--- src/hw/rtl/ftrm_pkg.sv ---
// ftrm_pkg: types and constants of the frame traffic rate meter
// used by the channel interfaces and by frame_traffic_rate_meter
package ftrm_pkg;

	localparam int unsigned IntervalWidth = 16;
	localparam int unsigned RateWidth = 32;
	localparam int unsigned CountWidth = 64;
	localparam int unsigned CfgIndexWidth = 2;

	localparam logic [RateWidth-1:0] FRAME_SCALE = 32'd1000;

	localparam logic [2:0] OP_TX_FRAME = 3'd0;
	localparam logic [2:0] OP_TX_ERROR = 3'd1;
	localparam logic [2:0] OP_RX_FRAME = 3'd2;
	localparam logic [2:0] OP_CLEAR = 3'd3;
	localparam logic [2:0] OP_TICK = 3'd4;

	localparam logic [CfgIndexWidth-1:0] CFG_INTERVAL_0 = 2'd0;
	localparam logic [CfgIndexWidth-1:0] CFG_INTERVAL_1 = 2'd1;
	localparam logic [CfgIndexWidth-1:0] CFG_INTERVAL_2 = 2'd2;

	localparam logic [IntervalWidth-1:0] INTERVAL_0_RESET = 16'd1;
	localparam logic [IntervalWidth-1:0] INTERVAL_1_RESET = 16'd10;
	localparam logic [IntervalWidth-1:0] INTERVAL_2_RESET = 16'd60;

	typedef struct packed {
		logic [2:0]  opcode;
		logic [15:0] frame_size;
	} in_word_t;

	typedef struct packed {
		logic [2:0]         window_index;
		logic signed [31:0] tx_frame_avg;
		logic signed [31:0] rx_frame_avg;
		logic signed [31:0] tx_byte_avg;
		logic signed [31:0] rx_byte_avg;
		logic [63:0]        tx_frames;
		logic [63:0]        rx_frames;
		logic [63:0]        tx_total_bytes;
		logic [63:0]        rx_total_bytes;
		logic [63:0]        tx_error_total;
		logic               last_window;
	} out_word_t;

endpackage

--- src/hw/rtl/ftrm_in_if.sv ---
// ftrm_in_if: valid/ready channel carrying one input word
// depends on ftrm_pkg
interface ftrm_in_if;
	logic              valid;
	logic              ready;
	ftrm_pkg::in_word_t data;

	modport source (output valid, output data, input ready);
	modport sink (input valid, input data, output ready);
endinterface

--- src/hw/rtl/ftrm_out_if.sv ---
// ftrm_out_if: valid/ready channel carrying one result word
// depends on ftrm_pkg
interface ftrm_out_if;
	logic               valid;
	logic               ready;
	ftrm_pkg::out_word_t data;

	modport source (output valid, output data, input ready);
	modport sink (input valid, input data, output ready);
endinterface

--- src/hw/rtl/frame_traffic_rate_meter.sv ---
// frame_traffic_rate_meter: traffic counters and low-pass rate filters, one shared divider
// depends on ftrm_pkg, ftrm_in_if, ftrm_out_if
// a non-tick word goes straight to output; a tick first runs one delta step per counter,
// then per filter a load, 32 divide steps and an update
// every word yields one result word per window; no new word is taken until the last is accepted
// reset: counters, snapshots and rates clear to zero, intervals to 1, 10 and 60
module frame_traffic_rate_meter #(
	parameter int unsigned RATE_WINDOWS = 3
) (
	input  logic                               clk,
	input  logic                               arst_n,
	ftrm_in_if.sink                            in_ch,
	ftrm_out_if.source                         out_ch,
	input  logic                               cfg_we,
	input  logic [ftrm_pkg::CfgIndexWidth-1:0] cfg_index,
	input  logic [ftrm_pkg::IntervalWidth-1:0] cfg_wdata
);

	localparam int unsigned WW = (RATE_WINDOWS > 1) ? $clog2(RATE_WINDOWS) : 1;
	localparam logic [WW-1:0] W_LAST = WW'(RATE_WINDOWS - 1);

	localparam logic [2:0] ST_IDLE  = 3'd0;
	localparam logic [2:0] ST_DELTA = 3'd1;
	localparam logic [2:0] ST_LOAD  = 3'd2;
	localparam logic [2:0] ST_DIV   = 3'd3;
	localparam logic [2:0] ST_UPD   = 3'd4;
	localparam logic [2:0] ST_OUT   = 3'd5;

	logic [2:0]  state_q;
	logic [WW-1:0] w_q;
	logic [1:0]  k_q;
	logic [4:0]  cnt_q;

	logic [15:0] iv0_q, iv1_q, iv2_q;

	logic [63:0] tx_frames_q, rx_frames_q, tx_bytes_q, rx_bytes_q, tx_err_q;
	logic [63:0] snap_q [4];
	logic [3:0][31:0] rate_q [RATE_WINDOWS];

	logic [31:0] d_q;
	logic [31:0] dvd_q;
	logic [15:0] rem_q;
	logic [15:0] n_q;
	logic        neg_q;

	logic        in_acc;
	logic        out_acc;
	logic [63:0] sel_cnt;
	logic [31:0] delta_raw;
	logic [31:0] delta_val;
	logic [3:0][31:0] row_rd;
	logic [31:0] cur_rate;
	logic [31:0] diff;
	logic [15:0] iv_sel;
	logic [15:0] n_eff;
	logic [2:0]  wx;
	logic [16:0] trial;
	logic        q_bit;
	logic [31:0] quot;

	assign in_acc  = in_ch.valid && in_ch.ready;
	assign out_acc = out_ch.valid && out_ch.ready;
	assign in_ch.ready  = (state_q == ST_IDLE);
	assign out_ch.valid = (state_q == ST_OUT);

	assign wx = 3'(w_q);
	assign row_rd = rate_q[w_q];
	assign cur_rate = row_rd[k_q];
	assign diff = d_q - cur_rate;
	assign trial = {rem_q, dvd_q[31]};
	assign q_bit = (trial >= {1'b0, n_q});
	assign quot = neg_q ? (32'd0 - dvd_q) : dvd_q;

	always_comb begin
		unique case (k_q)
			2'd0: sel_cnt = tx_frames_q;
			2'd1: sel_cnt = rx_frames_q;
			2'd2: sel_cnt = tx_bytes_q;
			2'd3: sel_cnt = rx_bytes_q;
			default: sel_cnt = tx_frames_q;
		endcase
		delta_raw = sel_cnt[31:0] - snap_q[k_q][31:0];
		delta_val = k_q[1] ? delta_raw : 32'(delta_raw * ftrm_pkg::FRAME_SCALE);
	end

	always_comb begin
		unique case (wx)
			3'd0: iv_sel = iv0_q;
			3'd1: iv_sel = iv1_q;
			default: iv_sel = iv2_q;
		endcase
		n_eff = (iv_sel == 16'd0) ? 16'd1 : iv_sel;
	end

	always_comb begin
		out_ch.data.window_index   = wx;
		out_ch.data.tx_frame_avg   = row_rd[0];
		out_ch.data.rx_frame_avg   = row_rd[1];
		out_ch.data.tx_byte_avg    = row_rd[2];
		out_ch.data.rx_byte_avg    = row_rd[3];
		out_ch.data.tx_frames      = tx_frames_q;
		out_ch.data.rx_frames      = rx_frames_q;
		out_ch.data.tx_total_bytes = tx_bytes_q;
		out_ch.data.rx_total_bytes = rx_bytes_q;
		out_ch.data.tx_error_total = tx_err_q;
		out_ch.data.last_window    = (w_q == W_LAST);
	end

	// interval registers
	always_ff @(posedge clk or negedge arst_n) begin
		if (!arst_n) begin
			iv0_q <= ftrm_pkg::INTERVAL_0_RESET;
			iv1_q <= ftrm_pkg::INTERVAL_1_RESET;
			iv2_q <= ftrm_pkg::INTERVAL_2_RESET;
		end else if (cfg_we) begin
			unique case (cfg_index)
				ftrm_pkg::CFG_INTERVAL_0: iv0_q <= cfg_wdata;
				ftrm_pkg::CFG_INTERVAL_1: iv1_q <= cfg_wdata;
				ftrm_pkg::CFG_INTERVAL_2: iv2_q <= cfg_wdata;
				default: ;
			endcase
		end
	end

	// counters, rates and sequencer
	always_ff @(posedge clk or negedge arst_n) begin
		if (!arst_n) begin
			state_q     <= ST_IDLE;
			w_q         <= '0;
			k_q         <= '0;
			cnt_q       <= '0;
			d_q         <= '0;
			dvd_q       <= '0;
			rem_q       <= '0;
			n_q         <= '0;
			neg_q       <= 1'b0;
			tx_frames_q <= '0;
			rx_frames_q <= '0;
			tx_bytes_q  <= '0;
			rx_bytes_q  <= '0;
			tx_err_q    <= '0;
			for (int i = 0; i < 4; i++) begin
				snap_q[i] <= '0;
			end
			for (int i = 0; i < RATE_WINDOWS; i++) begin
				rate_q[i] <= '0;
			end
		end else begin
			unique case (state_q)
				ST_IDLE: begin
					if (in_acc) begin
						w_q     <= '0;
						k_q     <= '0;
						state_q <= ST_OUT;
						unique case (in_ch.data.opcode)
							ftrm_pkg::OP_TX_FRAME: begin
								tx_frames_q <= tx_frames_q + 64'd1;
								tx_bytes_q  <= tx_bytes_q + {48'd0, in_ch.data.frame_size};
							end
							ftrm_pkg::OP_TX_ERROR: tx_err_q <= tx_err_q + 64'd1;
							ftrm_pkg::OP_RX_FRAME: begin
								rx_frames_q <= rx_frames_q + 64'd1;
								rx_bytes_q  <= rx_bytes_q + {48'd0, in_ch.data.frame_size};
							end
							ftrm_pkg::OP_CLEAR: begin
								tx_frames_q <= '0;
								rx_frames_q <= '0;
								tx_bytes_q  <= '0;
								rx_bytes_q  <= '0;
								tx_err_q    <= '0;
								for (int i = 0; i < 4; i++) begin
									snap_q[i] <= '0;
								end
								for (int i = 0; i < RATE_WINDOWS; i++) begin
									rate_q[i] <= '0;
								end
							end
							ftrm_pkg::OP_TICK: state_q <= ST_DELTA;
							default: ;
						endcase
					end
				end
				ST_DELTA: begin
					d_q     <= delta_val;
					state_q <= ST_LOAD;
				end
				ST_LOAD: begin
					neg_q   <= diff[31];
					dvd_q   <= diff[31] ? (32'd0 - diff) : diff;
					rem_q   <= '0;
					n_q     <= n_eff;
					cnt_q   <= '0;
					state_q <= ST_DIV;
				end
				ST_DIV: begin
					rem_q <= q_bit ? 16'(trial - {1'b0, n_q}) : trial[15:0];
					dvd_q <= {dvd_q[30:0], q_bit};
					cnt_q <= cnt_q + 5'd1;
					if (cnt_q == 5'd31) begin
						state_q <= ST_UPD;
					end
				end
				ST_UPD: begin
					rate_q[w_q][k_q] <= cur_rate + quot;
					if (w_q != W_LAST) begin
						w_q     <= w_q + WW'(1);
						state_q <= ST_LOAD;
					end else begin
						w_q <= '0;
						if (k_q != 2'd3) begin
							k_q     <= k_q + 2'd1;
							state_q <= ST_DELTA;
						end else begin
							snap_q[0] <= tx_frames_q;
							snap_q[1] <= rx_frames_q;
							snap_q[2] <= tx_bytes_q;
							snap_q[3] <= rx_bytes_q;
							state_q   <= ST_OUT;
						end
					end
				end
				ST_OUT: begin
					if (out_acc) begin
						if (w_q == W_LAST) begin
							w_q     <= '0;
							state_q <= ST_IDLE;
						end else begin
							w_q <= w_q + WW'(1);
						end
					end
				end
				default: state_q <= ST_IDLE;
			endcase
		end
	end

`ifndef SYNTHESIS
	a_no_overlap: assert property (@(posedge clk) disable iff (!arst_n)
		in_ch.ready |-> !out_ch.valid)
		else $error("input taken while results pending");

	a_divisor_nonzero: assert property (@(posedge clk) disable iff (!arst_n)
		(state_q == ST_DIV) |-> (n_q != 16'd0))
		else $error("divider running with zero divisor");

	a_last_to_idle: assert property (@(posedge clk) disable iff (!arst_n)
		(out_acc && out_ch.data.last_window) |=> in_ch.ready)
		else $error("not idle after final result");

	a_quick_result: assert property (@(posedge clk) disable iff (!arst_n)
		(in_acc && in_ch.data.opcode != ftrm_pkg::OP_TICK) |=>
		(out_ch.valid && out_ch.data.window_index == 3'd0))
		else $error("non-tick word did not report at once");
`endif

endmodule

--- src/flat_wrapper.sv ---
// flat-port wrapper written by rule: the top's interface ports become plain ports
module frame_traffic_rate_meter_flat 
#(
	parameter int unsigned RATE_WINDOWS = 3
)
  (clk, arst_n, cfg_we, cfg_index, cfg_wdata, in_ch_valid, in_ch_data, in_ch_ready, out_ch_valid, out_ch_data, out_ch_ready);
  ftrm_in_if in_ch_i ();
  ftrm_out_if out_ch_i ();
  input  logic clk;
  input  logic arst_n;
  input  logic cfg_we;
  input  logic [ftrm_pkg::CfgIndexWidth-1:0] cfg_index;
  input  logic [ftrm_pkg::IntervalWidth-1:0] cfg_wdata;
  input wire logic [$bits(in_ch_i.valid)-1:0] in_ch_valid;
  input wire logic [$bits(in_ch_i.data)-1:0] in_ch_data;
  output wire logic [$bits(in_ch_i.ready)-1:0] in_ch_ready;
  output wire logic [$bits(out_ch_i.valid)-1:0] out_ch_valid;
  output wire logic [$bits(out_ch_i.data)-1:0] out_ch_data;
  input wire logic [$bits(out_ch_i.ready)-1:0] out_ch_ready;
  assign in_ch_i.valid = in_ch_valid;
  assign in_ch_i.data = in_ch_data;
  assign in_ch_ready = in_ch_i.ready;
  assign out_ch_valid = out_ch_i.valid;
  assign out_ch_data = out_ch_i.data;
  assign out_ch_i.ready = out_ch_ready;
  frame_traffic_rate_meter #(.RATE_WINDOWS(RATE_WINDOWS)) u_core (.clk(clk), .arst_n(arst_n), .in_ch(in_ch_i), .out_ch(out_ch_i), .cfg_we(cfg_we), .cfg_index(cfg_index), .cfg_wdata(cfg_wdata));
endmodule
--- config.mk ---
export PLATFORM = sky130hd
export DESIGN_NAME = frame_traffic_rate_meter_flat
export DESIGN_NICKNAME = d
export VERILOG_FILES = /design/src/hw/rtl/ftrm_pkg.sv /design/src/hw/rtl/ftrm_in_if.sv /design/src/hw/rtl/ftrm_out_if.sv /design/src/hw/rtl/frame_traffic_rate_meter.sv /design/src/flat_wrapper.sv
export SDC_FILE = /design/constraint.sdc
export NUM_CORES = 2
export LEC_CHECK = 0
export BUFFER_PORTS_ARGS = -buffer_cell sky130_fd_sc_hd__buf_2
export CAP_MARGIN = 25
export CORE_AREA = 10 10 429 431
export DETAILED_ROUTE_END_ITERATION = 8
export DIE_AREA = 0 0 439 441
export GPL_ROUTABILITY_DRIVEN = 1
export GPL_TIMING_DRIVEN = 0
export MAX_ROUTING_LAYER = met4
export PLACE_DENSITY = 0.52
export SLEW_MARGIN = 10
export SYNTH_ARGS = -nofsm -noshare
export SYNTH_HDL_FRONTEND = slang
export SYNTH_SLANG_ARGS = --single-unit
--- constraint.sdc ---
create_clock -name clk -period 13.5 [get_ports clk]
set_clock_uncertainty 0.2 [all_clocks]
set_input_delay 2.025 -clock clk [delete_from_list [all_inputs] [get_ports clk]]
set_output_delay 2.025 -clock clk [all_outputs]
set_load 0.01 [all_outputs]
==> impl_metrics.py <==
metrics = {
    "finish": {
        "nNetsFinal": 6837,
        "area_growth_pct": 17.2,
        "final_layout_size_suffix_gt1_share_pct": 13.5,
        "n_fill_cell": 17700,
        "final_cell_mix": "982 x dfrtp_1, 599 x nand2_1, 505 x buf_2",
        "final_common_cell": "dfrtp_1",
    },
    "synth": {
        "yosysSeqAreaShare_pct": 43.1,
        "synthesis.nets": 6193,
        "synth-edff-count": 0,
        "yosys_warnings": 0,
        "syn_inst": 5868,
        "synth-seq-cells": 989,
        "syn_area_um2": 57500,
        "async_flop_share_pct": 100,
        "avgSynthCellArea_um2": 9.80,
        "synth-main-ff-cell": "dfrtp_1",
        "synth.distinct_cells": 104,
    },
    "clocking": {
        "cts_resized": 0,
        "cts.clk_slew.worst_paths_ps": 60,
        "htreeDepth": 3,
        "cts_buffers": 117,
        "clock-root-buffer": "clkbuf_16",
        "post_cts_buffers": 0,
        "clock-sinks": 989,
        "postCtsHoldBufs": 0,
        "clockBufferDepth": 3,
        "insertion_delay_ps": 790,
        "cts_tree": "done",
    },
    "drt": {
        "wl_um": 222000,
        "wl_per_cell_um": 24.8,
        "drtAntennaViolNets": 0,
        "drt_iter0_drc": 4149,
        "drc": 0,
        "num_vias": 48800,
        "viasPerCell": 5.45,
        "dr.pass1.iters": 7,
    },
    "setup_path": {
        "start_kind": "flip-flop",
        "crit_type": "flip-flop to flip-flop",
        "critPathMaxStageDelay_ps": 740,
        "end_kind": "flip-flop",
        "path_delay_family": "buffers and inverters",
        "cp_max_fo": 10,
        "r2r_cells": 36,
        "crit_start": "u_core.k_q[0]",
        "cp.required_ps": 13940,
        "arrival_ps": 12540,
        "crit_path_frequent_cell": "inv_1",
        "reg2reg_from": "u_core.k_q[0]",
        "crit_buf_inv": 11,
        "worstSetupPathDepth": 36,
        "critPathSlowestCell": "clkbuf_1",
    },
    "timing": {
        "finalSetupTns_ps": 0,
        "max_slew_margin_pct": 21.0,
        "hold-worst-slack_ps": 277,
        "slew_violations": 0,
        "finalHoldViolCount": 0,
        "post-route-period-util_pct": 89.6,
        "setup_viol": 0,
        "max_slew.worst_pin.slew_ps": 1170,
        "min_period_ps": 12100,
        "fmax_ghz": 0.0827,
        "rsz0062_at_grt": "false",
    },
    "place": {
        "place_hpwl_um": 174000,
        "place_congestion": 0.932,
        "io_buffers": 494,
    },
    "die": {
        "rows": 154,
        "die_y_um": 441,
        "fp.dieW_um": 439,
        "boundaryPins": 496,
        "die-area_um2": 194000,
        "fp.coreArea_um2": 175000,
        "start_util_pct": 32.8,
    },
    "grt": {
        "grt_max_degree": 139,
        "antenna_found_initial": 22,
        "grt_overflow_total": 0,
        "grtUsageTotal_pct": 23.0,
        "grt_pass1_vias": 48700,
        "grt_pass1_wl_um": 329000,
    },
    "power_and_ir_drop": {
        "worst_ir_drop_vdd_uv": 198,
        "p_total_mw": 10.8,
        "power.leakage_nw": 32.3,
        "power_density_nw_per_um2": 160,
    },
    "run_status": {
        "outcome": "finished clean",
    },
    "min_path": {
        "hp-class": "flip-flop to flip-flop",
        "hold_path_depth": 2,
        "min_from": "u_core.d_q[0]",
    },
    "flow_run": {
        "max-cap-violations": 0,
    },
}
[final timing paths]
check / endpoint / slack [ps]
max: u_core.d_q[31] / 1400
min: u_core.d_q[0] / 280
max reg2reg: u_core.d_q[31] / 1400
min reg2reg: u_core.d_q[0] / 280
max in group asynchronous: u_core.rx_bytes_q[52] / 9690
min in group asynchronous: u_core.rate_q[76] / 970
[report_power, final]
group	internal [mW]	switching, mW
clock network	1.91	1.39
logic	1.82	2.48
registers	3.08	0.0737
[kinds of logic after synthesis]
| family | share of synthesized area (%) |
|---|---|
| mux | 6.60 |
| compound gates | 18.3 |
| flops | 43.1 |
| fa+ha+maj | 7.34 |
| other cells | 0.00652 |
| simple gates | 13.9 |
| buf+inv | 4.40 |
| xor+xnor | 6.35 |
[synth_stat cells, types with 21 or more instances]
library cell	instances	share of area, %
a211oi_1	21	0.27
a21o_1	61	0.80
a21oi_1	280	2.4
a222oi_1	31	0.54
a22o_1	429	6.5
and2_1	37	0.40
and3_1	107	1.2
buf_1	27	0.18
clkbuf_1	317	2.1
dfrtp_1	982	43
fa_1	84	2.9
ha_1	199	4.3
inv_1	309	2.0
mux2_2	51	1.0
mux2i_1	178	3.1
mux4_2	64	2.5
nand2_1	599	3.9
nand2b_1	32	0.35
nand3_1	114	0.99
nand4_1	58	0.63
nor2_1	376	2.5
nor2b_1	24	0.26
nor3_1	86	0.75
nor4_1	25	0.27
o21a_1	31	0.40
o21ai_0	475	4.1
o21bai_1	23	0.30
o31ai_1	41	0.54
or3_1	98	1.1
xnor2_1	250	3.8
xor2_1	160	2.4
[layout make-up]
| class | count | area, um^2 | area share [%] |
|---|---|---|---|
| multi-input cells | 4213 | 30200 | 44.8 |
| flip-flops and latches | 989 | 24800 | 36.7 |
| clock buffers | 173 | 3420 | 5.07 |
| repair buffers | 525 | 2960 | 4.39 |
| well taps | 2340 | 2930 | 4.35 |
| plain buffers | 356 | 1370 | 2.03 |
| inverters | 310 | 1160 | 1.73 |
| clock inverters | 35 | 532 | 0.789 |
| diodes | 12 | 30.0 | 0.0446 |
[per-stage QoR]
stage	cells	util [%]	setup slack, ps	cell area, um^2
2_1_floorplan	5868	-	4040	57500
3_3_place_gp	8702	35.9	-12830	62900
3_5_place_dp	8729	36.1	1330	63400
4_1_cts	8937	38.4	1260	67300
5_1_grt	8951	38.4	635	67400
6_report	8953	38.4	1400	67400
[state kept, by name (all words and copies together), names as in the netlist, 64 cells and up]
| signal | count |
|---|---|
| u_core.rate_q | 384 |
| u_core.snap_q | 128 |
| u_core.rx_bytes_q | 64 |
| u_core.rx_frames_q | 64 |
| u_core.tx_bytes_q | 64 |
| u_core.tx_err_q | 64 |
| u_core.tx_frames_q | 64 |
[tightest hold or removal path, stage by stage, from the launching register on]
cell and delay [ps]:
dfrtp_1 340, nand2_1 50, o31ai_1 50
[metal layers]
layer | routed length, um | GRT usage [%] | share of wire (%) | vias up
li1 | - | - | - | 22300
met1 | 92000 | 28.3 | 41 | 24500
met2 | 104000 | 36.6 | 47 | 1639
met3 | 16500 | 5.18 | 7.4 | 355
met4 | 10200 | 9.23 | 4.6 | 0
met5 | 0 | - | 0 | -
Note: power is estimated with default switching activity, not from simulation.
